## src/design/kfsd_pkg.sv

```systemverilog
package kfsd_pkg;

  // default skeleton size
  localparam int MAX_BONES_DEF = 256;

  // config register map (word index, byte address = 4 * index)
  localparam int CFG_AW = 4;
  localparam logic [1:0] REG_BONE_COUNT  = 2'd0;
  localparam logic [1:0] REG_SCALE       = 2'd1;
  localparam logic [1:0] REG_TRANSLATION = 2'd2;

  // Q8.24 one
  localparam logic [31:0] FACTOR_ONE = 32'h0100_0000;

  // record kinds (out_tuser)
  localparam logic [2:0] KIND_INIT_KEY  = 3'd0;
  localparam logic [2:0] KIND_DELTA_KEY = 3'd1;
  localparam logic [2:0] KIND_FRAME     = 3'd2;
  localparam logic [2:0] KIND_END       = 3'd3;
  localparam logic [2:0] KIND_SKIP      = 3'd4;

  // key channels
  localparam logic [1:0] CH_SCALE = 2'd0;
  localparam logic [1:0] CH_ROT   = 2'd1;
  localparam logic [1:0] CH_TRANS = 2'd2;

  // record control from the parser to the output register
  typedef struct packed {
    logic        emit;
    logic        is_key;
    logic [2:0]  kind;
    logic [11:0] bone;
    logic [1:0]  ch;
    logic [15:0] key_frame;
    logic [15:0] next_frame;
  } rec_ctl_t;

endpackage

```

## src/design/kfsd_cfg_regs.sv

```systemverilog
module kfsd_cfg_regs (
  input  logic                      clk,
  input  logic                      rst_n,
  input  logic                      psel,
  input  logic                      penable,
  input  logic                      pwrite,
  input  logic [kfsd_pkg::CFG_AW-1:0] paddr,
  input  logic [31:0]               pwdata,
  output logic [31:0]               prdata,
  output logic                      pready,
  output logic [8:0]                bone_count,
  output logic [31:0]               scale_factor,
  output logic [31:0]               translation_factor
);

  logic [8:0]  bone_count_r;
  logic [31:0] scale_r;
  logic [31:0] trans_r;
  logic [1:0]  idx;
  logic        wr;

  assign pready = 1'b1;
  assign idx    = paddr[3:2];
  assign wr     = psel & penable & pwrite;

  always_ff @(posedge clk) begin
    if (!rst_n) begin
      bone_count_r <= '0;
      scale_r      <= kfsd_pkg::FACTOR_ONE;
      trans_r      <= kfsd_pkg::FACTOR_ONE;
    end else if (wr) begin
      case (idx)
        kfsd_pkg::REG_BONE_COUNT:  bone_count_r <= pwdata[8:0];
        kfsd_pkg::REG_SCALE:       scale_r      <= pwdata;
        kfsd_pkg::REG_TRANSLATION: trans_r      <= pwdata;
        default: ;
      endcase
    end
  end

  always_comb begin
    case (idx)
      kfsd_pkg::REG_BONE_COUNT:  prdata = {23'b0, bone_count_r};
      kfsd_pkg::REG_SCALE:       prdata = scale_r;
      kfsd_pkg::REG_TRANSLATION: prdata = trans_r;
      default:                   prdata = '0;
    endcase
  end

  assign bone_count         = bone_count_r;
  assign scale_factor       = scale_r;
  assign translation_factor = trans_r;

endmodule

```

## config.mk

```make
export PLATFORM = sky130hd
export DESIGN_NAME = kfsd_cfg_regs
export DESIGN_NICKNAME = d
export VERILOG_FILES = /design/src/design/kfsd_pkg.sv /design/src/design/kfsd_cfg_regs.sv
export SDC_FILE = /design/constraint.sdc
export NUM_CORES = 1
export LEC_CHECK = 0
export BUFFER_PORTS_ARGS = -buffer_cell sky130_fd_sc_hd__buf_2
export CAP_MARGIN = 5
export CORE_ASPECT_RATIO = 2
export CORE_MARGIN = 10
export CORE_UTILIZATION = 30
export DETAILED_ROUTE_END_ITERATION = 8
export PLACE_DENSITY = 0.55
export SYNTH_ARGS = -nofsm -noshare
export SYNTH_HDL_FRONTEND = slang
export SYNTH_SLANG_ARGS = --single-unit
export TNS_END_PERCENT = 5
```

## constraint.sdc

```tcl
create_clock -name clk -period 1.3 [get_ports clk]
set_clock_uncertainty 0.2 [all_clocks]
set_input_delay 0.26 -clock clk [delete_from_list [all_inputs] [get_ports clk]]
set_output_delay 0.26 -clock clk [all_outputs]
set_load 0.03 [all_outputs]
```

==> results.txt <==
DR pass1 iterations -> 4
Comb pwr share -> 11.4%
Pins Over Slew Limit -> 0
Clock root buffer -> clkbuf_16
# nets final -> 550
First-pass GRT wire length -> 17880 microns
Initial antenna violation count -> 0
Via density -> 4.785
Pin count of the biggest net entering global routing -> 66
Synth Cell Area -> 3164 sq um
P&R area growth vs syn -> 89.05%
Footprint of the multi-input gates -> 1929 sq um
CTS tree -> done
PortBufs -> 143
Fin worst setup slack -> -321.1 ps
Most frequent cells after synthesis -> nand2_1 (111), mux2i_1 (82), dfxtp_1 (73)
Most common cell in the synthesized netlist -> nand2_1
DR vias -> 3110
Total gr overflow -> 0
Clk pin slew, worst setup/hold paths -> 60 ps
Grt peak-use layer -> met2
GR Layer Usage met3 -> 5.432%
Area leader, netlist -> dfxtp_1
Most area-consuming cells after synthesis -> dfxtp_1 (46%), mux2i_1 (26%), nand2_1 (13%)
Top cell type's share of synthesized area -> 46.18%
Sw Ratio -> 22.89%
Worst-Skew Late Latency -> 330 ps
EDFF count, synth -> 0
Leakage -> 2.814 nW
Overall Global Routing Usage -> 14.88%
Syn avg cell area -> 9.362 sq um
Dominant synthesized flop cell -> dfxtp_1
Sequential Power Share -> 39.6%
Post-DRT Antenna Nets -> 0
Synth async-reset ratio -> 0%
Failing checks -> setup timing
Largest family of logic cells by synthesized area -> multiplexers
Final Total Pwr -> 5.694 mW
Post-synthesis xor/xnor area fraction -> 0%
CTS Buf Count -> 9
CP required -> 840 ps
Die W -> 92.62 microns
Largest fanout on the critical path -> 8
Syn nets -> 379
FF/Latch Area -> 1617 sq um
N_diodes -> 0
Total of max-cap violations -> 0
Tightest Hold Check Type -> input port to flip-flop
Global placement routability congestion -> 0.7465
GR met2 Demand/Resource -> 28.74%
Peak VDD IR -> 0.7921 mV
Synth Register Bits -> 73
WP data arrival -> 1160 ps
Drt wl/cell -> 17.51 microns
Clk pwr share -> 48.9%
Boundary Pins -> 147
Row count -> 53
Synth Area in Adders -> 0%
Mux contribution to synthesized area -> 25.94%
DRC errors left -> 0
Final Hold Fails -> 0
Core area -> 10410 sq um
Worst Setup Start Kind -> input port
Die Ht -> 165.2 microns
Setup CP Type -> input port to primary output
Die area -> 15300 sq um
CTS Buffer Depth -> 2
# H-tree levels -> 3
Psw -> 1.304 mW
Seq/Total Area, Yosys -> 46.18%
CP Capture Type -> primary output
RSZ-0062 raised after global routing -> true
Fmax -> 0.6168 GHz
Number of global-route vias before repair -> 3397
Post-Synthesis Cells -> 338
Yosys warning total -> 0
DP HPWL -> 8062 microns
Grt met1 use -> 13.15%
Fraction of layout cells with a size suffix above 1 -> 58.28%
Post-synthesis simple-gate area fraction -> 15.14%
Clock sink count -> 73
Starting Density -> 30.39%
Final period util -> 124.7%
Fill cells -> 874
Routed WL -> 11380 microns
Run status -> finished, violations left
Pint -> 4.390 mW
Worst hold slack -> 5.867 ps
Final setup viols -> 42
PwrDens -> 951.9 nW/um^2
Starting DRT DRC Count -> 82
Synth unique cells -> 15
Final Critical Period -> 1621 ps
Compound-cell area share of the yosys netlist -> 7.790%
power groups by stage:
stage | registers, mW | clock network (mW) | logic [mW]
2_1_floorplan | 2.40 | 0 | 0.280
3_3_place_gp | 2.34 | 0 | 0.523
3_5_place_dp | 2.34 | 0 | 0.529
4_1_cts | 2.29 | 2.87 | 0.651
5_1_grt | 2.26 | 2.95 | 0.696
6_report | 2.26 | 2.79 | 0.652
final timing paths:
check                              from                      to  slack (ps)  depth (start not counted)
setup / recovery               paddr[2]               prdata[9]        -320                          6
hold / removal               pwdata[12]  translation_factor[12]           6                          3
setup reg to reg          bone_count[6]           bone_count[6]         370                          3
hold reg to reg   translation_factor[7]   translation_factor[7]         280                          2
what timing repair did:
action | CTS | global route
cloned | 1 | 0
hold buffers | 19 | 0
pin swaps | 4 | 1
setup buffers | 1 | 0
setup endpoints to repair | 105 | 123
endpoints found under the hold margin | 37 | 0
gates resized for setup | 287 | 26
per-stage QoR:
step | util (%) | setup TNS (ps) | setup WS [ps] | instances | area (sq um)
finish | 57.46 | -9340 | -321.1 | 650 | 5982
global route | 57.46 | -11510 | -333.9 | 650 | 5982
CTS | 56.64 | -10030 | -332.9 | 650 | 5897
detailed placement | 43.71 | -32030 | -351.0 | 614 | 4551
global placement | 43.71 | -29450 | -344.1 | 614 | 4551
floorplan | - | -9712 | -120.9 | 338 | 3578
critical path, stage by stage:
cell and delay, ps:
buf_8 110, nor2b_4 130, buf_12 130, buf_12 140
a22o_4 250, buf_6 140
flip-flops by register name, indices dropped and copies added (netlist names):
| register | cells |
|---|---|
| bone_count | 9 |
| scale_factor | 32 |
| translation_factor | 32 |
placed cells by master (no fill, tap or decap):
cell           synthesis  final
clkbuf_1              17      1
a22o_4                 0     21
clkinvlp_4             0      2
nor2_1                 1      1
a22o_1                23      2
clkbuf_16              0      9
nor2b_1                5      3
mux2i_1               82     77
buf_16                 0      1
buf_12                 0      9
nand4_4                0      1
nand2_1              111    106
conb_1                 1      1
dfxtp_2                0     43
nand4_1                1      1
dfxtp_1               73      3
nor2b_4                0      2
buf_2                  8     37
nand2_2                0      1
o21ai_4                0      9
mux2i_2                0      3
dfxtp_4                0     27
buf_6                  3    109
and4_2                 0      1
mux2i_4                0      2
buf_4                  2     14
nand2_4                0      4
dlygate4sd3_1          0     19
bufinv_16              0      3
buf_8                  0      1
layer usage:
| metal | share of wire [%] | wire (microns) |
|---|---|---|
| met1 | 33 | 3713 |
| met2 | 58 | 6626 |
| met3 | 7.4 | 837 |
| met4 | 1.8 | 206 |
| met5 | 0 | 0 |
logic make-up after synthesis:
family,count (synthesis)
AOI/OAI and AO/OA,32
buffers and inverters,30
DFF,73
muxes,82
other,1
and+or+nand+nor,120
layout make-up:
cell class | instances | share of cell area [%]
sequential | 73 | 27.02
clock buffer | 10 | 3.828
tap | 137 | 2.866
multi-input combinational | 235 | 32.25
clock inverter | 5 | 1.757
timing repair buffer | 190 | 32.27
Note: power is estimated with default switching activity, not from simulation.
