[src/design/kfsd_pkg.sv]
package kfsd_pkg;

  // default skeleton size
  localparam int MAX_BONES_DEF = 256;

  // config register map (word index, byte address = 4 * index)
  localparam int CFG_AW = 4;
  localparam logic [1:0] REG_BONE_COUNT  = 2'd0;
  localparam logic [1:0] REG_SCALE       = 2'd1;
  localparam logic [1:0] REG_TRANSLATION = 2'd2;

  // Q8.24 one
  localparam logic [31:0] FACTOR_ONE = 32'h0100_0000;

  // record kinds (out_tuser)
  localparam logic [2:0] KIND_INIT_KEY  = 3'd0;
  localparam logic [2:0] KIND_DELTA_KEY = 3'd1;
  localparam logic [2:0] KIND_FRAME     = 3'd2;
  localparam logic [2:0] KIND_END       = 3'd3;
  localparam logic [2:0] KIND_SKIP      = 3'd4;

  // key channels
  localparam logic [1:0] CH_SCALE = 2'd0;
  localparam logic [1:0] CH_ROT   = 2'd1;
  localparam logic [1:0] CH_TRANS = 2'd2;

  // record control from the parser to the output register
  typedef struct packed {
    logic        emit;
    logic        is_key;
    logic [2:0]  kind;
    logic [11:0] bone;
    logic [1:0]  ch;
    logic [15:0] key_frame;
    logic [15:0] next_frame;
  } rec_ctl_t;

endpackage

[src/design/kfsd_rot_scale.sv]
// v * 2^24 / 32766, rounded to nearest, ties away from zero.
// Uses 2^24 = 512 * 32766 + 1024, so only a 26-bit remainder is divided;
// that quotient is estimated by >> 15 and fixed with one compare.
module kfsd_rot_scale (
  input  logic signed [15:0] val,
  output logic signed [47:0] res
);

  logic [16:0] v17;
  logic [16:0] mag;
  logic [26:0] rem_num;
  logic [11:0] q_est;
  logic [16:0] rem;
  logic [11:0] q_fix;
  logic [25:0] q_mag;

  always_comb begin
    v17     = {val[15], val};
    mag     = val[15] ? (~v17 + 17'd1) : v17;
    rem_num = {mag, 10'b0} + 27'd16383;
    q_est   = rem_num[26:15];
    rem     = {2'b0, rem_num[14:0]} + {4'b0, q_est, 1'b0};
    q_fix   = q_est + {11'b0, (rem >= 17'd32766)};
    q_mag   = {mag, 9'b0} + {14'b0, q_fix};
    res     = val[15] ? (48'sd0 - $signed({22'b0, q_mag})) : $signed({22'b0, q_mag});
  end

endmodule

[src/design/kfsd_comp.sv]
// Component scaling for one key: three 16x32 multipliers for scale and
// translation, four constant dividers for rotation.
module kfsd_comp (
  input  logic [1:0]         ch,
  input  logic               is_key,
  input  logic [15:0]        c0,
  input  logic [15:0]        c1,
  input  logic [15:0]        c2,
  input  logic [15:0]        c3,      // word on the bus, last component
  input  logic [31:0]        scale_factor,
  input  logic [31:0]        translation_factor,
  output logic signed [47:0] comp_x,
  output logic signed [47:0] comp_y,
  output logic signed [47:0] comp_z,
  output logic signed [47:0] comp_w
);

  logic signed [31:0] factor;
  logic signed [47:0] px, py, pz;
  logic signed [47:0] rx, ry, rz, rw;

  assign factor = (ch == kfsd_pkg::CH_SCALE) ? $signed(scale_factor)
                                             : $signed(translation_factor);

  assign px = $signed(c0) * factor;
  assign py = $signed(c1) * factor;
  assign pz = $signed(c3) * factor;

  kfsd_rot_scale u_rot_x (.val(c0), .res(rx));
  kfsd_rot_scale u_rot_y (.val(c1), .res(ry));
  kfsd_rot_scale u_rot_z (.val(c2), .res(rz));
  kfsd_rot_scale u_rot_w (.val(c3), .res(rw));

  always_comb begin
    comp_x = '0;
    comp_y = '0;
    comp_z = '0;
    comp_w = '0;
    if (is_key) begin
      if (ch == kfsd_pkg::CH_ROT) begin
        comp_x = rx;
        comp_y = ry;
        comp_z = rz;
        comp_w = rw;
      end else begin
        comp_x = px;
        comp_y = py;
        comp_z = pz;
      end
    end
  end

endmodule

[config.mk]
export PLATFORM = sky130hd
export DESIGN_NAME = kfsd_comp
export DESIGN_NICKNAME = d
export VERILOG_FILES = /design/src/design/kfsd_pkg.sv /design/src/design/kfsd_rot_scale.sv /design/src/design/kfsd_comp.sv
export SDC_FILE = /design/constraint.sdc
export NUM_CORES = 2
export LEC_CHECK = 0
export ABC_AREA = 1
export BUFFER_PORTS_ARGS = -buffer_cell sky130_fd_sc_hd__buf_2
export CAP_MARGIN = 20
export CORE_MARGIN = 2
export CORE_UTILIZATION = 55
export DETAILED_ROUTE_END_ITERATION = 10
export GPL_TIMING_DRIVEN = 0
export PLACE_DENSITY = 0.76
export SLEW_MARGIN = 30
export SYNTH_ARGS = -nofsm -noshare
export SYNTH_HDL_FRONTEND = slang
export SYNTH_SLANG_ARGS = --single-unit
export TNS_END_PERCENT = 1
[constraint.sdc]
create_clock -name vclk -period 6.1
set_clock_uncertainty 0.05 [all_clocks]
set_input_delay 0 -clock vclk [all_inputs]
set_output_delay 0 -clock vclk [all_outputs]
set_load 0.02 [all_outputs]
==> impl_summary.md <==
Floorplan
The total number of placement rows is 124. For this configuration, the core starts out at a cell density of 0.5537. The die is 343.1 µm wide.

In this run the count of I/O pins placed on the die edge is 323. The region available for standard cell placement spans 0.1142 mm². The y dimension of the die is 343.1 µm.

The die covers 0.1177 mm².

Drt
The total length of routed met3 wires is 40370 µm. The first detailed-routing pass ran for 9 iterations. After detailed routing, the wire length on met1 is 92820 µm. In this run the remaining antenna-violating nets after routing total 0. The sum of met2 wire segment lengths after detailed routing is 109200 µm. The mean number of vias per cell is 5.862. The final route contains 62510 vias. Wires add up to 267700 µm.

The routed length per instance is 25.11 µm. The number of DRC violations after detailed routing is 0. The number of design-rule violations left by the first detailed-router iteration is 7384. The highest layer used for signal routing is met5.

Synthesis
Sorting the synthesized cells by area gives the leading types as fa_1 (46%), inv_1 (12%), nand2_1 (11%). The top cell type's share of synthesized area is 0.4629. The mapped netlist covers 0.06323 mm². Of the synthesized area, sequential elements account for 0. The number of warnings reported in the yosys synthesis log is 0. The cell count after synthesis is 8591. The most area-hungry cell type in the Yosys netlist is fa_1. In this run the mean area of a mapped cell was 7.360 µm². The synthesized netlist contains 64 unique library cells.

Global routing
The global-route usage over all layers is 0.4478. Summed over all layers, the global routing overflow is 0. The via count of the first global-routing pass is 61130.

The initial antenna violation count is 22. The wire length of the first global-routing pass is 384800 µm. The maximum number of pins on one net before global-route repair is 13.

Layout
After the last flow step, the layout net total stands at 11130. Once layout is done, the placed cells without fillers occupy 0.07368 mm². The ratio of cells with drive above 1 in the final layout is 0.1726. The clock buffers instantiated in the layout total 0. There are 0 flip-flops and latches. The layout overhead on the synthesized area is 16.54%. Across the whole layout, storage elements account for 0 µm².

Critical path
Among all stages on the critical path, the largest delay is contributed by fa_1. Along the worst path, the maximum fanout reaches 10. The critical path class is input port to output pin. The most numerous cell type found on the critical path is fa_1. At the worst endpoint, the required time is 6.05 ns. STA classifies the critical path startpoint as an input port. The largest stage delay on the critical path is 0.56 ns. Data on the critical path arrives at its endpoint at 7.23 ns. STA classifies the critical path endpoint as an output pin.

Placement
The number of port buffers is 303. The placed wire-length estimate is 215100 µm. Before CTS, the worst setup slack after placement is -3.623 ns. Routability-driven placement finished with a final weighted congestion of 1.125. The placement-stage cell area is 0.06689 mm².

Timing
Dividing the final minimum period by the clock period gives 1.193. The final period demand of the worst path is 7.276 ns. The peak clock frequency supported by timing is 0.1374 GHz. The max-slew violation count was 0. The slew at the pin with the worst max-slew slack is 1.171 ns. The worst slew margin relative to its limit is 0.2192. The count of final setup violators is 154.

Setup repair after global routing could not meet its margin everywhere. The hold violation count in the final report is 0. Across all setup checks in the final design, the least slack found is -1.176 ns.

Min path
The worst hold path belongs to the class input port to output pin.

Status
The checks that failed: setup timing. The flow ran to the end, but the final reports show violations.

Run
The number of max-capacitance violations reported is 0.
[cell usage after synthesis, types with 15 or more instances]
cell type,number
nor2_1,889
nor2_4,16
inv_2,31
nor2_2,68
nor4_1,17
o211ai_1,16
xor2_1,97
nand3_1,234
a21oi_1,385
a31oi_1,57
buf_4,34
inv_1,2004
o21ai_1,41
xnor2_1,58
o21ai_0,210
nand2_1,1898
nand2_2,67
nor3_1,38
clkbuf_1,306
o21a_1,21
nand4_1,50
ha_1,386
fa_1,1462
buf_1,15
or2_2,33
[kinds of logic (layout without fill, tap and decap cells)]
| logic type | Yosys count | after routing | synth area share |
|---|---|---|---|
| xor+xnor | 160 | 160 | 0.02329 |
| fa+ha+maj | 1848 | 1848 | 0.5393 |
| other cells | 1 | 15 | 0.00005931 |
| compound gates | 810 | 810 | 0.07090 |
| buf+inv | 2425 | 2971 | 0.1476 |
| simple gates | 3347 | 3347 | 0.2188 |
[layout make-up]
type,count,area [µm²]
timing repair buffer,543,4003
timing repair inverter,3,22.52
fill,10130,40510
multi-input combinational,6173,56790
antenna,7,17.52
inverter,2047,7856
tap,1512,1892
buffer,378,3100
[layer usage]
metal / global-route usage / vias to the layer above
li1: - / 26370
met1: 0.5704 / 30570
met2: 0.6460 / 4409
met3: 0.1566 / 1136
met4: 0.2935 / 22
met5: 0.005609 / -
[cells in the final DEF (no fill, tap or decap), types with 48 or more instances in the layout]
master    instances
xnor2_1          54
nand2_2         118
a21oi_1         317
clkbuf_2         48
nor2_1          813
nand4_1          50
inv_2            54
ha_1            313
xor2_1           81
inv_1          1945
nand2_1        1839
a21oi_2          52
buf_2           272
buf_4           286
nor2_2          120
o21ai_0         152
nand3_1         212
buf_6            50
clkbuf_1        129
fa_1           1447
[path summary, 6_finish.rpt]
check,from,end,slack [ns],depth (start not counted)
max,ch[0],comp_y[32],-1.18,29
min,c3[0],comp_z[0],0.45,4
[timing repair]
action,CTS,global route
setup buffers,106,117
gates resized for setup,744,591
cloned,3,10
hold buffers,0,0
pin swaps,52,154
setup endpoints to repair,166,162
[per-stage QoR]
stage          TNS [ns]  hold WS (ns)  std cells  utilization
2_1_floorplan    -22.56        0.1139       8598            -
4_1_cts         -108.73        0.4709      10530       0.6167
5_1_grt         -162.04        0.4613      10660       0.6452
3_5_place_dp    -400.78        0.5367      10420       0.5858
3_3_place_gp    -481.03        0.5318      10410       0.5840
6_report        -125.76        0.4511      10660       0.6453
[critical path: cells and delay by family]
| family | cells | cell delay [ns] |
|---|---|---|
| AO/OA/AOI/OAI | 8 | 1.95 |
| XOR/XNOR | 1 | 0.23 |
| adder cells (fa/ha/maj) | 7 | 3.35 |
| buffers and inverters | 10 | 1.34 |
| AND/OR/NAND/NOR | 3 | 0.33 |
