--- config.mk ---
export PLATFORM = sky130hd
export DESIGN_NAME = kfsd_parse
export DESIGN_NICKNAME = d
export VERILOG_FILES = /design/src/design/kfsd_pkg.sv /design/src/design/kfsd_parse.sv
export SDC_FILE = /design/constraint.sdc
export NUM_CORES = 1
export LEC_CHECK = 0
export BUFFER_PORTS_ARGS = -buffer_cell sky130_fd_sc_hd__buf_2
export CORE_ASPECT_RATIO = 0.5
export CORE_MARGIN = 4
export CORE_UTILIZATION = 60
export DETAILED_ROUTE_END_ITERATION = 7
export GPL_TIMING_DRIVEN = 0
export PLACE_DENSITY = 0.8
export SKIP_LAST_GASP = 1
export SYNTH_ARGS = -nofsm -noshare
export SYNTH_HDL_FRONTEND = slang
export SYNTH_SLANG_ARGS = --single-unit
--- constraint.sdc ---
create_clock -name clk -period 3.6 [get_ports clk]
set_input_delay 0.54 -clock clk [delete_from_list [all_inputs] [get_ports clk]]
set_output_delay 0.54 -clock clk [all_outputs]
set_load 0.005 [all_outputs]
--- src/design/kfsd_pkg.sv ---
package kfsd_pkg;

  // default skeleton size
  localparam int MAX_BONES_DEF = 256;

  // config register map (word index, byte address = 4 * index)
  localparam int CFG_AW = 4;
  localparam logic [1:0] REG_BONE_COUNT  = 2'd0;
  localparam logic [1:0] REG_SCALE       = 2'd1;
  localparam logic [1:0] REG_TRANSLATION = 2'd2;

  // Q8.24 one
  localparam logic [31:0] FACTOR_ONE = 32'h0100_0000;

  // record kinds (out_tuser)
  localparam logic [2:0] KIND_INIT_KEY  = 3'd0;
  localparam logic [2:0] KIND_DELTA_KEY = 3'd1;
  localparam logic [2:0] KIND_FRAME     = 3'd2;
  localparam logic [2:0] KIND_END       = 3'd3;
  localparam logic [2:0] KIND_SKIP      = 3'd4;

  // key channels
  localparam logic [1:0] CH_SCALE = 2'd0;
  localparam logic [1:0] CH_ROT   = 2'd1;
  localparam logic [1:0] CH_TRANS = 2'd2;

  // record control from the parser to the output register
  typedef struct packed {
    logic        emit;
    logic        is_key;
    logic [2:0]  kind;
    logic [11:0] bone;
    logic [1:0]  ch;
    logic [15:0] key_frame;
    logic [15:0] next_frame;
  } rec_ctl_t;

endpackage

--- src/design/kfsd_parse.sv ---
// Stream parser: phase machine, key word counter, component buffer and
// bone presence flags. State moves only on step.
module kfsd_parse #(
  parameter int MAX_BONES = kfsd_pkg::MAX_BONES_DEF
) (
  input  logic               clk,
  input  logic               rst_n,
  input  logic               step,
  input  logic [15:0]        word,
  input  logic               restart,
  input  logic [8:0]         bone_count,
  output kfsd_pkg::rec_ctl_t rec,
  output logic [15:0]        cbuf0,
  output logic [15:0]        cbuf1,
  output logic [15:0]        cbuf2
);

  localparam int BIW = (MAX_BONES > 1) ? $clog2(MAX_BONES) : 1;
  localparam logic [15:0] MB16 = 16'(MAX_BONES);
  localparam logic [15:0] WORD_LIST_END = 16'hFFFE;
  localparam logic [15:0] WORD_ABORT    = 16'hFFFF;

  typedef enum logic [5:0] {
    PH_IDLE        = 6'b000001,
    PH_INIT_ID     = 6'b000010,
    PH_INIT_DATA   = 6'b000100,
    PH_FIRST_FRAME = 6'b001000,
    PH_HEADER      = 6'b010000,
    PH_KEY         = 6'b100000
  } phase_t;

  phase_t                 phase_r, phase_nxt, ph;
  logic [2:0]             widx_r, widx_nxt;
  logic [2:0]             pend_r, pend_nxt;
  logic [11:0]            bone_r, bone_nxt;
  logic                   skip_r, skip_nxt;
  logic [15:0]            held_r, held_nxt;
  logic [15:0]            cbuf_r [3];
  logic                   cbuf_we;
  logic [1:0]             cbuf_sel;
  logic [MAX_BONES-1:0]   present_r, present_nxt;

  logic [15:0]            hdr_b16;
  logic                   hdr_ok;
  logic                   is_init;
  logic [1:0]             ch;
  logic [2:0]             n_words;
  logic [2:0]             ch_bit;
  logic                   is_frame;
  logic [15:0]            frame_val;
  logic [BIW-1:0]         idx_init;
  logic [BIW-1:0]         idx_hdr;

  function automatic logic id_ok(input logic [15:0] val, input logic [8:0] cnt);
    id_ok = !val[15] && (val < {7'b0, cnt}) && (val < MB16);
  endfunction

  always_comb begin
    ph          = restart ? PH_INIT_ID : phase_r;
    phase_nxt   = ph;
    widx_nxt    = widx_r;
    pend_nxt    = pend_r;
    bone_nxt    = bone_r;
    skip_nxt    = skip_r;
    held_nxt    = held_r;
    present_nxt = restart ? '0 : present_r;
    cbuf_we     = 1'b0;
    cbuf_sel    = widx_r[1:0] - 2'd1;
    rec         = '0;
    is_frame    = 1'b0;
    frame_val   = word;

    hdr_b16  = {{4{word[15]}}, word[15:4]};
    idx_init = word[BIW-1:0];
    idx_hdr  = hdr_b16[BIW-1:0];
    hdr_ok   = id_ok(hdr_b16, bone_count) && present_r[idx_hdr];

    is_init = (ph == PH_INIT_DATA);
    ch      = pend_r[2] ? kfsd_pkg::CH_SCALE :
              (pend_r[1] ? kfsd_pkg::CH_ROT : kfsd_pkg::CH_TRANS);
    n_words = (ch == kfsd_pkg::CH_ROT) ? 3'd4 : 3'd3;
    ch_bit  = 3'b100 >> ch;

    case (ph)
      PH_INIT_ID: begin
        if (word == WORD_LIST_END) begin
          phase_nxt = PH_FIRST_FRAME;
        end else begin
          skip_nxt = !id_ok(word, bone_count);
          if (id_ok(word, bone_count)) begin
            present_nxt[idx_init] = 1'b1;
          end
          bone_nxt  = word[11:0];
          pend_nxt  = 3'b111;
          widx_nxt  = 3'd1;
          held_nxt  = '0;
          phase_nxt = PH_INIT_DATA;
        end
      end
      PH_FIRST_FRAME: begin
        is_frame = 1'b1;
      end
      PH_HEADER: begin
        if (word[0]) begin
          bone_nxt = word[15:4];
          skip_nxt = !hdr_ok;
          pend_nxt = word[3:1];
          widx_nxt = 3'd0;
          if (word[3:1] != 3'd0) begin
            phase_nxt = PH_KEY;
          end
          if (!hdr_ok) begin
            rec.emit = 1'b1;
            rec.kind = kfsd_pkg::KIND_SKIP;
            rec.bone = word[15:4];
          end
        end else begin
          is_frame  = 1'b1;
          frame_val = {word[15], word[15:1]};
        end
      end
      PH_INIT_DATA, PH_KEY: begin
        if (pend_r == 3'd0) begin
          phase_nxt = is_init ? PH_INIT_ID : PH_HEADER;
        end else if (widx_r == 3'd0) begin
          held_nxt = word;
          widx_nxt = 3'd1;
        end else if (widx_r < n_words) begin
          cbuf_we  = 1'b1;
          widx_nxt = widx_r + 3'd1;
        end else begin
          pend_nxt = pend_r & ~ch_bit;
          widx_nxt = is_init ? 3'd1 : 3'd0;
          if ((pend_r & ~ch_bit) == 3'd0) begin
            phase_nxt = is_init ? PH_INIT_ID : PH_HEADER;
          end
          rec.emit      = !skip_r;
          rec.is_key    = 1'b1;
          rec.kind      = is_init ? kfsd_pkg::KIND_INIT_KEY : kfsd_pkg::KIND_DELTA_KEY;
          rec.bone      = bone_r;
          rec.ch        = ch;
          rec.key_frame = is_init ? 16'd0 : held_r;
        end
      end
      default: ;
    endcase

    // frame id: -1 and -2 end the stream
    if (is_frame) begin
      rec.emit       = 1'b1;
      rec.next_frame = frame_val;
      if (frame_val == WORD_ABORT || frame_val == WORD_LIST_END) begin
        rec.kind  = kfsd_pkg::KIND_END;
        phase_nxt = PH_IDLE;
      end else begin
        rec.kind  = kfsd_pkg::KIND_FRAME;
        phase_nxt = PH_HEADER;
      end
    end
  end

  always_ff @(posedge clk) begin
    if (!rst_n) begin
      phase_r   <= PH_IDLE;
      widx_r    <= '0;
      pend_r    <= '0;
      bone_r    <= '0;
      skip_r    <= 1'b0;
      present_r <= '0;
    end else if (step) begin
      phase_r   <= phase_nxt;
      widx_r    <= widx_nxt;
      pend_r    <= pend_nxt;
      bone_r    <= bone_nxt;
      skip_r    <= skip_nxt;
      present_r <= present_nxt;
    end
  end

  always_ff @(posedge clk) begin
    if (step) begin
      held_r <= held_nxt;
      if (cbuf_we) begin
        cbuf_r[cbuf_sel] <= word;
      end
    end
  end

  assign cbuf0 = cbuf_r[0];
  assign cbuf1 = cbuf_r[1];
  assign cbuf2 = cbuf_r[2];

endmodule

==> results.py, run 1 <==
metrics = {
    "yosys": {
        "synthMuxAreaShare_pct": 11.20,
        "synthSimpleGateAreaFrac_pct": 15.31,
        "synthFlopType": "dfxtp_1",
        "synthArstFlopShare_pct": 0,
        "synth_area_leader_cell": "dfxtp_1",
        "synth_enable_flop_cells": 64,
        "synth_top_family_by_area": "compound AO/OA/AOI/OAI gates",
        "synth_top_area_share_pct": 38.20,
        "synth_area_leaders": "dfxtp_1 38%, edfxtp_1 13%, o21ai_0 9.2%",
        "synth_compound_area_share_pct": 15.91,
        "ys_seq_area_share_pct": 51.24,
        "netlist_area_sq_mm": 0.01473,
        "synthAdderAreaFrac_pct": 2.022,
        "synth_area_per_cell_sq_um": 9.832,
        "synth-xor-area-share_pct": 0,
        "ys_ff_latch": 345,
        "yosysWarnings": 0,
        "syn_inst": 1498,
        "synth_most_common_cell": "nand2_1",
        "synth_cell_types": 65,
        "syn_nets": 1550,
        "yosys-top-cells-count": "331 x nand2_1, 281 x dfxtp_1, 270 x o21ai_0",
    },
    "min_path": {
        "hp-class": "primary input to flop",
    },
    "timing": {
        "timing.fmax_ghz": 0.2603,
        "setup_viol_count_final": 10,
        "worst_hold_slack_ps": 182.3,
        "clock_skew_ps": 29.91,
        "finalHoldViolCount": 0,
        "period_share_pct": 106.7,
        "fin_ws_ps": -241.8,
        "rsz0062_at_grt": "true",
        "relSlewSlack_pct": 14.28,
        "worst_pin_slew_ps": 1276,
        "final_max_slew_viol_count": 0,
        "fin_crit_ps": 3842,
    },
    "floorplan": {
        "boundaryPins": 128,
        "core-area_sq_mm": 0.02407,
        "std_cell_rows": 40,
        "initial_core_util_pct": 61.18,
        "fp.dieArea_sq_mm": 0.02727,
        "die_w_um": 229.6,
        "die_h_um": 118.8,
    },
    "power_and_ir_drop": {
        "cellLeakagePower_nw": 6.498,
        "peakVddDrop_mv": 0.3922,
        "power_density_mw_per_mm2": 454.3,
    },
    "clock_tree": {
        "clock_sinks": 345,
        "cts_buffers": 30,
        "root_buffer": "clkbuf_16",
        "cts_max_level": 1,
        "cts_tree": "built",
        "cts_buffer_depth": 3,
        "path_clk_slew_ps": 70,
        "hold_buffers": 0,
        "clk_latency_ps": 600,
    },
    "critical_path": {
        "crit_required_ps": 3060,
        "cp-start-kind": "primary input",
        "worstPathArrival_ps": 3300,
        "path_cells": "buf_12, buf_12, buf_12, buf_12, mux2_4, nor3b_4, o41ai_2, a31oi_1, o32a_1, a2111oi_4, buf_4, a21oi_4, a211o_1, buf_2",
        "worst_path_most_repeated_cell": "buf_12",
        "cpMaxStageDelayCell": "o32a_1",
        "crit_type": "primary input to primary output",
        "slowest_delay_ps": 460,
        "critPathCaptureType": "primary output",
        "cp_max_fo": 6,
    },
    "placement": {
        "post-place-ws_ps": -1209,
        "hpwl_mm": 31.64,
        "dpl_cell_area_sq_mm": 0.01580,
        "gp_congestion": 0.9720,
        "io_buffers": 127,
    },
    "global_routing": {
        "grt_max_degree": 17,
        "grt_overflow": 0,
        "grt_usage_pct": 33.03,
        "grt_antenna_before_repair": 1,
        "grt_pass1_vias": 12810,
        "grt_first_pass_wirelength_mm": 70.59,
    },
    "cells_and_area": {
        "drive_above_1_share_pct": 19.21,
        "nets": 1725,
        "utilization_pct": 71.77,
        "final_area_sq_mm": 0.01728,
        "nFillCells": 1715,
        "syn2layout_area_growth_pct": 17.31,
    },
    "routing": {
        "vias": 13030,
        "drtPass1Iterations": 8,
        "antenna_left": 0,
        "drc": 0,
        "vias_per_cell": 6.408,
        "drt_iter0_drc": 1768,
        "drt_wl_total_mm": 46.83,
        "wl_per_cell_um": 23.02,
    },
    "run_status": {
        "status": "complete, but fails checks",
        "violations": "negative setup slack",
    },
    "job": {
        "drv_cap": 0,
    },
}
-- through the flow --
step | cells | power, W | TNS, ps
floorplan | 1498 | 0.004347 | 0
global placement | 1961 | 0.004519 | -19250
detailed placement | 1962 | 0.004535 | -21780
CTS | 2025 | 0.007796 | -2184
global route | 2034 | 0.008044 | -2232
finish | 2034 | 0.007850 | -1979
-- per-layer routing --
metal	up-vias	share of wire [%]	track usage, %
met4	0	3.9	12.57
met2	867	45	51.88
met1	6300	39	43.44
met3	171	13	9.923
li1	5695	-	-
met5	-	0	0
-- flip-flops by register name, indices dropped and copies added (netlist names) --
name       count
held_r        16
phase_r        6
pend_r         3
bone_r        12
cbuf_r        48
widx_r         3
skip_r         1
present_r    256
-- report_power, final --
group | total [W] | internal (W) | switching (W)
registers | 0.00396 | 0.00395 | 0.0000152
logic | 0.000558 | 0.000178 | 0.000380
clock network | 0.00333 | 0.00180 | 0.00153
total | 0.00785 | 0.00593 | 0.00192
-- cells by family after synthesis --
logic type / count (synthesis)
mux: 89
flops: 345
compound gates: 392
simple gates: 510
buf+inv: 138
fa+ha+maj: 24
-- critical path, delay by kind of cell --
family / cells / cell delay, ps
mux: 1 / 210
compound gates: 6 / 1660
buf+inv: 6 / 820
simple gates: 1 / 40
-- cell usage in the layout (no fill, tap or decap), types with 17 or more instances in the layout --
cell / netlist / layout
buf_2: 6 / 130
nand3_1: 18 / 17
inv_1: 20 / 20
mux2i_1: 26 / 25
clkbuf_1: 90 / 76
a22o_1: 26 / 26
nor2_1: 40 / 39
nand2_1: 331 / 331
edfxtp_1: 64 / 64
clkbuf_16: 0 / 32
buf_4: 17 / 25
mux4_2: 43 / 46
and2_1: 34 / 34
o21ai_0: 270 / 270
dfxtp_1: 281 / 279
ha_1: 23 / 23
a21oi_1: 19 / 19
-- path summary, 6_finish.rpt --
check | cells past startpoint | from | to | slack [ps]
worst min register to register | 2 | present_r[2]$_SDFFE_PN0P_ | present_r[2]$_SDFFE_PN0P_ | 450
worst min-delay path | 1 | word[0] | cbuf_r[2][0]$_DFFE_PP_ | 180
worst max register to register | 10 | phase_r[5]$_SDFFE_PN0P_ | present_r[14]$_SDFFE_PN0P_ | 110
worst max-delay path | 14 | word[4] | rec[50] | -240
-- what timing repair did --
item                                    4_1_cts  5_1_grt
buffers inserted                              8        8
pin swaps                                    10       12
gates cloned                                  1        0
endpoints found under the setup margin       34       65
gates resized for setup                      47       58
-- area by class of cell --
| type | count | area [sq um] | area share, % |
|---|---|---|---|
| Sequential cell | 345 | 7550 | 43.70 |
| Multi-Input combinational cell | 1016 | 6726 | 38.93 |
| Clock buffer | 38 | 867.1 | 5.018 |
| Timing Repair Buffer | 145 | 805.8 | 4.664 |
| Buffer | 115 | 674.4 | 3.903 |
| Tap cell | 336 | 420.4 | 2.433 |
| Clock inverter | 18 | 156.4 | 0.9052 |
| Inverter | 20 | 75.07 | 0.4345 |
| Antenna cell | 1 | 2.502 | 0.01448 |
(Power assumes the default switching activity.)
==> run 2: changes to the inputs <==
ABC_AREA = 1   (was default)
CORE_UTILIZATION = 61   (was 60)
PLACE_DENSITY = 0.81   (was 0.8)
==> run 2 against run 1 <==
Against the previous run: the flow finishes with violations (max-capacitance violations, max-slew violations, negative setup slack); die area grew 13%; sequential share of layout area fell by 4.9 points; clock skew fell by 17 ps; combinational power increased by 63%; total power is 3.9% higher; utilization up 0.45 points; sequential cell count stayed put; highest routed layer is now met5; fmax grew 5.3%; setup slack better by 190 ps; register-to-register slack better by 600 ps; count of clock-buffer cells in the layout increased by 3; clock power decreased by 2%.
==> results.py, run 2 <==
metrics = {
    "run_status": {
        "status": "complete, but fails checks",
        "violations": "max-capacitance violations, max-slew violations, negative setup slack",
    },
    "floorplan": {
        "boundaryPins": 128,
        "initial_core_util_pct": 63.04,
        "die_h_um": 125.9,
        "std_cell_rows": 42,
        "core-area_sq_mm": 0.02691,
        "die_w_um": 243.8,
        "fp.dieArea_sq_mm": 0.03070,
    },
    "timing": {
        "period_share_pct": 101.4,
        "worst_pin_slew_ps": 1639,
        "clock_skew_ps": 12.50,
        "fin_crit_ps": 3649,
        "fin_ws_ps": -48.65,
        "relSlewSlack_pct": -9.640,
        "final_max_slew_viol_count": 11,
        "finalHoldViolCount": 0,
        "setup_viol_count_final": 3,
        "timing.fmax_ghz": 0.2741,
    },
    "clock_tree": {
        "clock_sinks": 345,
        "clk_latency_ps": 590,
        "root_buffer": "clkbuf_16",
        "cts_max_level": 1,
        "cts_tree": "built",
        "path_clk_slew_ps": 70,
        "cts_buffer_depth": 3,
        "cts_buffers": 30,
    },
    "cells_and_area": {
        "syn2layout_area_growth_pct": 14.56,
        "drive_above_1_share_pct": 11.59,
        "nets": 2749,
        "regMostFlops": "present_r",
        "largest_reg_flops": 256,
        "nFillCells": 2279,
        "final_common_cell": "nand2_1",
        "final_cell_mix": "921 x nand2_1, 334 x nor2_1, 301 x a21oi_1, 281 x dfxtp_1, 211 x inv_1",
        "utilization_pct": 72.22,
        "diodes": 0,
        "top_regs": "present_r x256, cbuf_r x48, held_r x16",
    },
    "global_routing": {
        "grt_usage_pct": 37.25,
        "grt_antenna_before_repair": 1,
        "grt_first_pass_wirelength_mm": 89.66,
        "grt_overflow": 0,
        "grt_max_degree": 17,
        "grt_pass1_vias": 15680,
    },
    "yosys": {
        "synthFlopType": "dfxtp_1",
        "syn_inst": 2525,
        "ys_ff_latch": 345,
        "syn_nets": 2577,
        "synth_top_area_share_pct": 33.16,
        "yosys-top-cells-count": "929 x nand2_1, 345 x nor2_1, 301 x a21oi_1",
        "synth_area_per_cell_sq_um": 6.718,
        "synth_area_leader_cell": "dfxtp_1",
        "synthArstFlopShare_pct": 0,
        "netlist_area_sq_mm": 0.01696,
        "synth_area_leaders": "dfxtp_1 33%, nand2_1 21%, edfxtp_1 11%",
        "yosysWarnings": 0,
        "ys_seq_area_share_pct": 44.49,
        "synth_most_common_cell": "nand2_1",
        "synth_cell_types": 42,
        "synth_enable_flop_cells": 64,
    },
    "routing": {
        "vias_per_cell": 5.836,
        "drtPass1Iterations": 7,
        "antenna_left": 0,
        "vias": 18040,
        "drc": 0,
        "wl_per_cell_um": 19.58,
        "drt_wl_total_mm": 60.53,
        "drt_iter0_drc": 2748,
    },
    "critical_path": {
        "worst_path_most_repeated_cell": "buf_2",
        "cp_top_family": "buffers and inverters",
        "path_cells": "buf_2, buf_2, inv_1, nand2_1, nor2_1, nor2_4, a21oi_1, nor2_1, nand2_2, nand2_2, buf_6, o21ai_2, buf_2",
        "cp_num_buf_inv": 5,
        "cp_max_fo": 9,
        "critPathCaptureType": "primary output",
        "cpMaxStageDelayCell": "inv_1",
        "crit_type": "primary input to primary output",
        "cp-start-kind": "primary input",
        "crit_required_ps": 3060,
        "worstPathArrival_ps": 3110,
        "slowest_delay_ps": 400,
    },
    "min_path": {
        "hp-class": "primary input to flop",
    },
    "placement": {
        "gp_congestion": 1.017,
        "hpwl_mm": 40.13,
        "io_buffers": 127,
        "post-place-ws_ps": -759.1,
    },
    "job": {
        "drv_cap": 1,
    },
    "power_and_ir_drop": {
        "power_density_mw_per_mm2": 419.8,
        "power_w": 0.008159,
        "cellLeakagePower_nw": 7.823,
        "peakVddDrop_mv": 0.3816,
    },
}
[run 2: cell count changes in the layout (fill, tap and decap cells not counted), sizes merged, moves of 14 or more]
| cell | change |
|---|---|
| o21ai | -196 |
| and2 | -33 |
| a22o | -26 |
| mux4 | -56 |
| nand2 | +604 |
| inv | +200 |
| nor2 | +337 |
| nand3 | +20 |
| nand4 | +14 |
| a21oi | +280 |
| nand2b | -15 |
| nor2b | -17 |
| mux2i | -26 |
[run 2: layer usage]
layer	part of all wire (%)	vias to the layer above	global-route usage (%)	wire [um]
met5	0.020	-	0	12
met4	4.7	2	14.19	2838
met3	16	253	11.51	9955
met2	41	1386	55.29	25070
met1	37	8141	51.32	22650
li1	-	8256	-	-
[run 2: worst paths after layout]
kind | end | slack, ps | startpoint | depth (start not counted)
hold reg to reg | present_r[83]$_SDFFE_PN0P_ | 460 | present_r[83]$_SDFFE_PN0P_ | 2
setup reg to reg | present_r[109]$_SDFFE_PN0P_ | 710 | phase_r[4]$_SDFFE_PN0P_ | 10
setup / recovery | rec[43] | -50 | word[8] | 13
hold / removal | cbuf_r[1][0]$_DFFE_PP_ | 190 | word[0] | 1
[run 2: repair_timing]
item                                   CTS  global route
endpoints found under the hold margin    0             0
resized for setup                       51            52
cloned                                   0             2
pin swaps                                3             5
setup buffers                            8             2
setup endpoints to repair               23            30
hold buffers                             0             0
[run 2: per-stage QoR]
step           area (sq um)  TNS [ps]  hold slack [ps]  std cells
6_report              19430    -89.98            191.6       3091
5_1_grt               19430    -18.41            198.1       3091
4_1_cts               19240    -13.21            178.7       3087
3_5_place_dp          18080     -7603            452.4       3027
3_3_place_gp          18070    -17110            449.2       3026
2_1_floorplan         16960         0            440.5       2525
[run 2: cells by family after synthesis]
kind of cell	count (synthesis)	synth area share, %
AO/OA/AOI/OAI	406	12.31
flip-flops	345	44.49
AND/OR/NAND/NOR	1386	32.83
adder cells (fa/ha/maj)	23	1.697
buffers and inverters	365	8.667
[run 2: power breakdown]
part	switching, W	total, W	internal [W]
clock network	0.00151	0.00328	0.00177
registers	0.0000149	0.00397	0.00395
logic	0.000668	0.000912	0.000243
total	0.00219	0.00816	0.00596
[run 2: cell type report]
class / count / area [sq um] / area share, %
buffer: 140 / 782.0 / 4.024
inverter: 225 / 855.8 / 4.404
sequential: 345 / 7547 / 38.84
clock buffer: 41 / 843.3 / 4.340
clock inverter: 11 / 103.9 / 0.5344
timing repair buffer: 140 / 772.0 / 3.973
tap: 374 / 467.9 / 2.408
multi-input combinational: 1815 / 8060 / 41.48
[run 2: worst register-to-register path, stage by stage, from the launching register on]
cell and delay, ps:
dfxtp_1 320, inv_1 100, nor2_1 70, nor2_1 170
and2_2 200, inv_2 80, nor2_8 170, nand3_1 110
nor2_1 1250, nand2_1 160, a21oi_1 190
==> run 3: changes to the inputs <==
CELL_PAD_IN_SITES_DETAIL_PLACEMENT = 0   (was default)
CELL_PAD_IN_SITES_GLOBAL_PLACEMENT = 1   (was default)
CORE_UTILIZATION = 43   (was 61)
PLACE_DENSITY = default   (was 0.81)
PLACE_DENSITY_LB_ADDON = 0.1   (was default)
SETUP_SLACK_MARGIN = 0.15   (was default)
==> run 3 against run 2 <==
Against the previous run: the flow now finishes without violations; setup slack improved by 230 ps; sequential share of layout area fell by 2.0 points; first-iteration DRC count fell by 36%; highest routed layer is now met4; critical endpoint is now rec[34].
==> results.py, run 3 (synthesis results as in run 2) <==
metrics = {
    "global_routing": {
        "grt_overflow": 0,
        "grt_antenna_before_repair": 1,
        "grt_first_pass_wirelength_mm": 98.88,
        "grt_max_degree": 17,
        "grt_usage_pct": 30.70,
        "grt_pass1_vias": 15730,
    },
    "critical_path": {
        "r2r_slack_ps": 830,
        "slowest_delay_ps": 340,
        "regToRegStartpoint": "phase_r[2]$_SDFFE_PN0P_",
        "cp_max_fo": 10,
        "worstPathArrival_ps": 2880,
        "crit_required_ps": 3060,
        "path_cells": "buf_2, buf_6, nor2_4, buf_4, nand2_1, nand2_1, nor2_2, nor2_1, nor2_4, a21oi_2, nor2_1, nand2_2, nand2_4, buf_6, o21ai_2, buf_2",
        "r2r_cells": 11,
        "startpoint": "word[7]",
        "critPathCaptureType": "primary output",
        "crit_type": "primary input to primary output",
        "cpMaxStageDelayCell": "buf_4",
        "cp-start-kind": "primary input",
        "r2r-end": "present_r[233]$_SDFFE_PN0P_",
    },
    "power_and_ir_drop": {
        "switching_share_pct": 26.53,
        "cellLeakagePower_nw": 8.183,
        "switching_power_w": 0.002373,
        "p_int_w": 0.006573,
        "comb_power_share_pct": 11.3,
        "power_density_mw_per_mm2": 436.2,
        "pwr-share-seq_pct": 44.3,
        "clkPwrFrac_pct": 44.4,
        "power_w": 0.008946,
        "peakVddDrop_mv": 0.2882,
    },
    "cells_and_area": {
        "diodes": 0,
        "nFillCells": 3990,
        "syn2layout_area_growth_pct": 20.90,
        "final_common_cell": "nand2_1",
        "drive_above_1_share_pct": 13.87,
        "final_cell_mix": "915 x nand2_1, 325 x nor2_1, 299 x a21oi_1, 281 x dfxtp_1, 208 x inv_1",
        "largest_reg_flops": 256,
        "nets": 2773,
        "regMostFlops": "present_r",
        "top_regs": "present_r x256, cbuf_r x48, held_r x16",
        "stdcell_count": 3276,
    },
    "floorplan": {
        "std_cell_rows": 51,
        "die_w_um": 288.9,
        "die_h_um": 148.4,
        "core-area_sq_mm": 0.03892,
        "boundaryPins": 128,
        "initial_core_util_pct": 43.58,
        "fp.dieArea_sq_mm": 0.04288,
    },
    "routing": {
        "drt_iter0_drc": 1752,
        "drc": 0,
        "wl_per_cell_um": 20.69,
        "drt_wl_total_mm": 67.79,
        "vias": 17380,
        "drtPass1Iterations": 6,
        "vias_per_cell": 5.305,
        "antenna_left": 0,
    },
    "clock_tree": {
        "clk_latency_ps": 540,
        "cts_buffers": 35,
        "cts_tree": "built",
        "hold_buffers": 0,
        "cts_max_level": 2,
        "clock_sinks": 345,
        "root_buffer": "clkbuf_16",
        "path_clk_slew_ps": 60,
        "cts_buffer_depth": 3,
    },
    "run_status": {
        "status": "completed",
    },
    "timing": {
        "period_share_pct": 94.88,
        "worst_pin_slew_ps": 1314,
        "fin_crit_ps": 3416,
        "worst_hold_slack_ps": 242.8,
        "final_max_slew_viol_count": 0,
        "finalHoldViolCount": 0,
        "rsz0062_at_grt": "true",
        "relSlewSlack_pct": 12.05,
        "timing.fmax_ghz": 0.2928,
        "clock_skew_ps": 20.76,
        "fin_ws_ps": 184.3,
        "setup_viol_count_final": 0,
    },
    "min_path": {
        "hp-class": "primary input to flop",
        "hold_path_end": "cbuf_r[2][0]$_DFFE_PP_",
        "whs_path_depth": 1,
        "holdCritStartpoint": "word[0]",
    },
    "placement": {
        "hpwl_mm": 45.43,
        "gp_congestion": 0.9067,
        "post-place-ws_ps": -654.8,
        "io_buffers": 127,
        "place_inst": 3184,
    },
    "job": {
        "drv_cap": 0,
    },
}
-- run 3: per-stage QoR --
step | area, sq um | TNS [ps] | utilization [%]
floorplan | 16960 | 0 | -
global placement | 18260 | -22870 | 46.91
detailed placement | 18300 | -8305 | 47.02
CTS | 20100 | 0 | 51.65
global route | 20510 | 0 | 52.68
finish | 20510 | 0 | 52.68
-- run 3: power groups by stage --
stage          clock, W  sequential [W]  combinational [W]
2_1_floorplan         0         0.00405           0.000516
3_3_place_gp          0         0.00405           0.000846
3_5_place_dp          0         0.00405           0.000846
4_1_cts         0.00399         0.00397           0.000929
5_1_grt         0.00415         0.00397            0.00108
6_report        0.00397         0.00397            0.00101
-- run 3: layout make-up --
type	count	area [sq um]	area share, %
multi-input cells	1815	8205	40.01
flip-flops and latches	345	7547	36.80
clock buffers	48	1047	5.107
repair buffers	159	1044	5.088
plain buffers	140	954.7	4.655
inverters	225	873.3	4.259
well taps	530	663.1	3.234
clock inverters	14	172.7	0.8420
-- run 3: worst max-delay path, delay by kind of cell --
kind / cells / cell delay (ps)
AO/OA/AOI/OAI: 2 / 280
buffers and inverters: 5 / 930
AND/OR/NAND/NOR: 9 / 1090
-- run 3: layer usage --
metal	global-route usage [%]	vias to the layer above	share of wire, %
li1	-	8314	-
met1	44.86	8124	45
met2	45.90	802	42
met3	6.386	140	10
met4	8.738	0	2.8
met5	0	-	0
-- run 3: repair_timing --
item | in CTS | in global routing
pin swaps | 6 | 22
hold endpoints to repair | 0 | 0
setup endpoints to repair | 32 | 33
resized for setup | 120 | 84
gates cloned | 3 | 3
setup buffers | 14 | 10
-- run 3: worst max-delay path by stage --
stage                                    endpoint  slack, ps
after global placement                    rec[34]       -700
final                                     rec[34]        180
after global routing                      rec[44]        120
after detailed placement                  rec[34]       -650
after floorplan           held_r[0]$_SDFFCE_PN0P_        670
after CTS                                 rec[39]        160
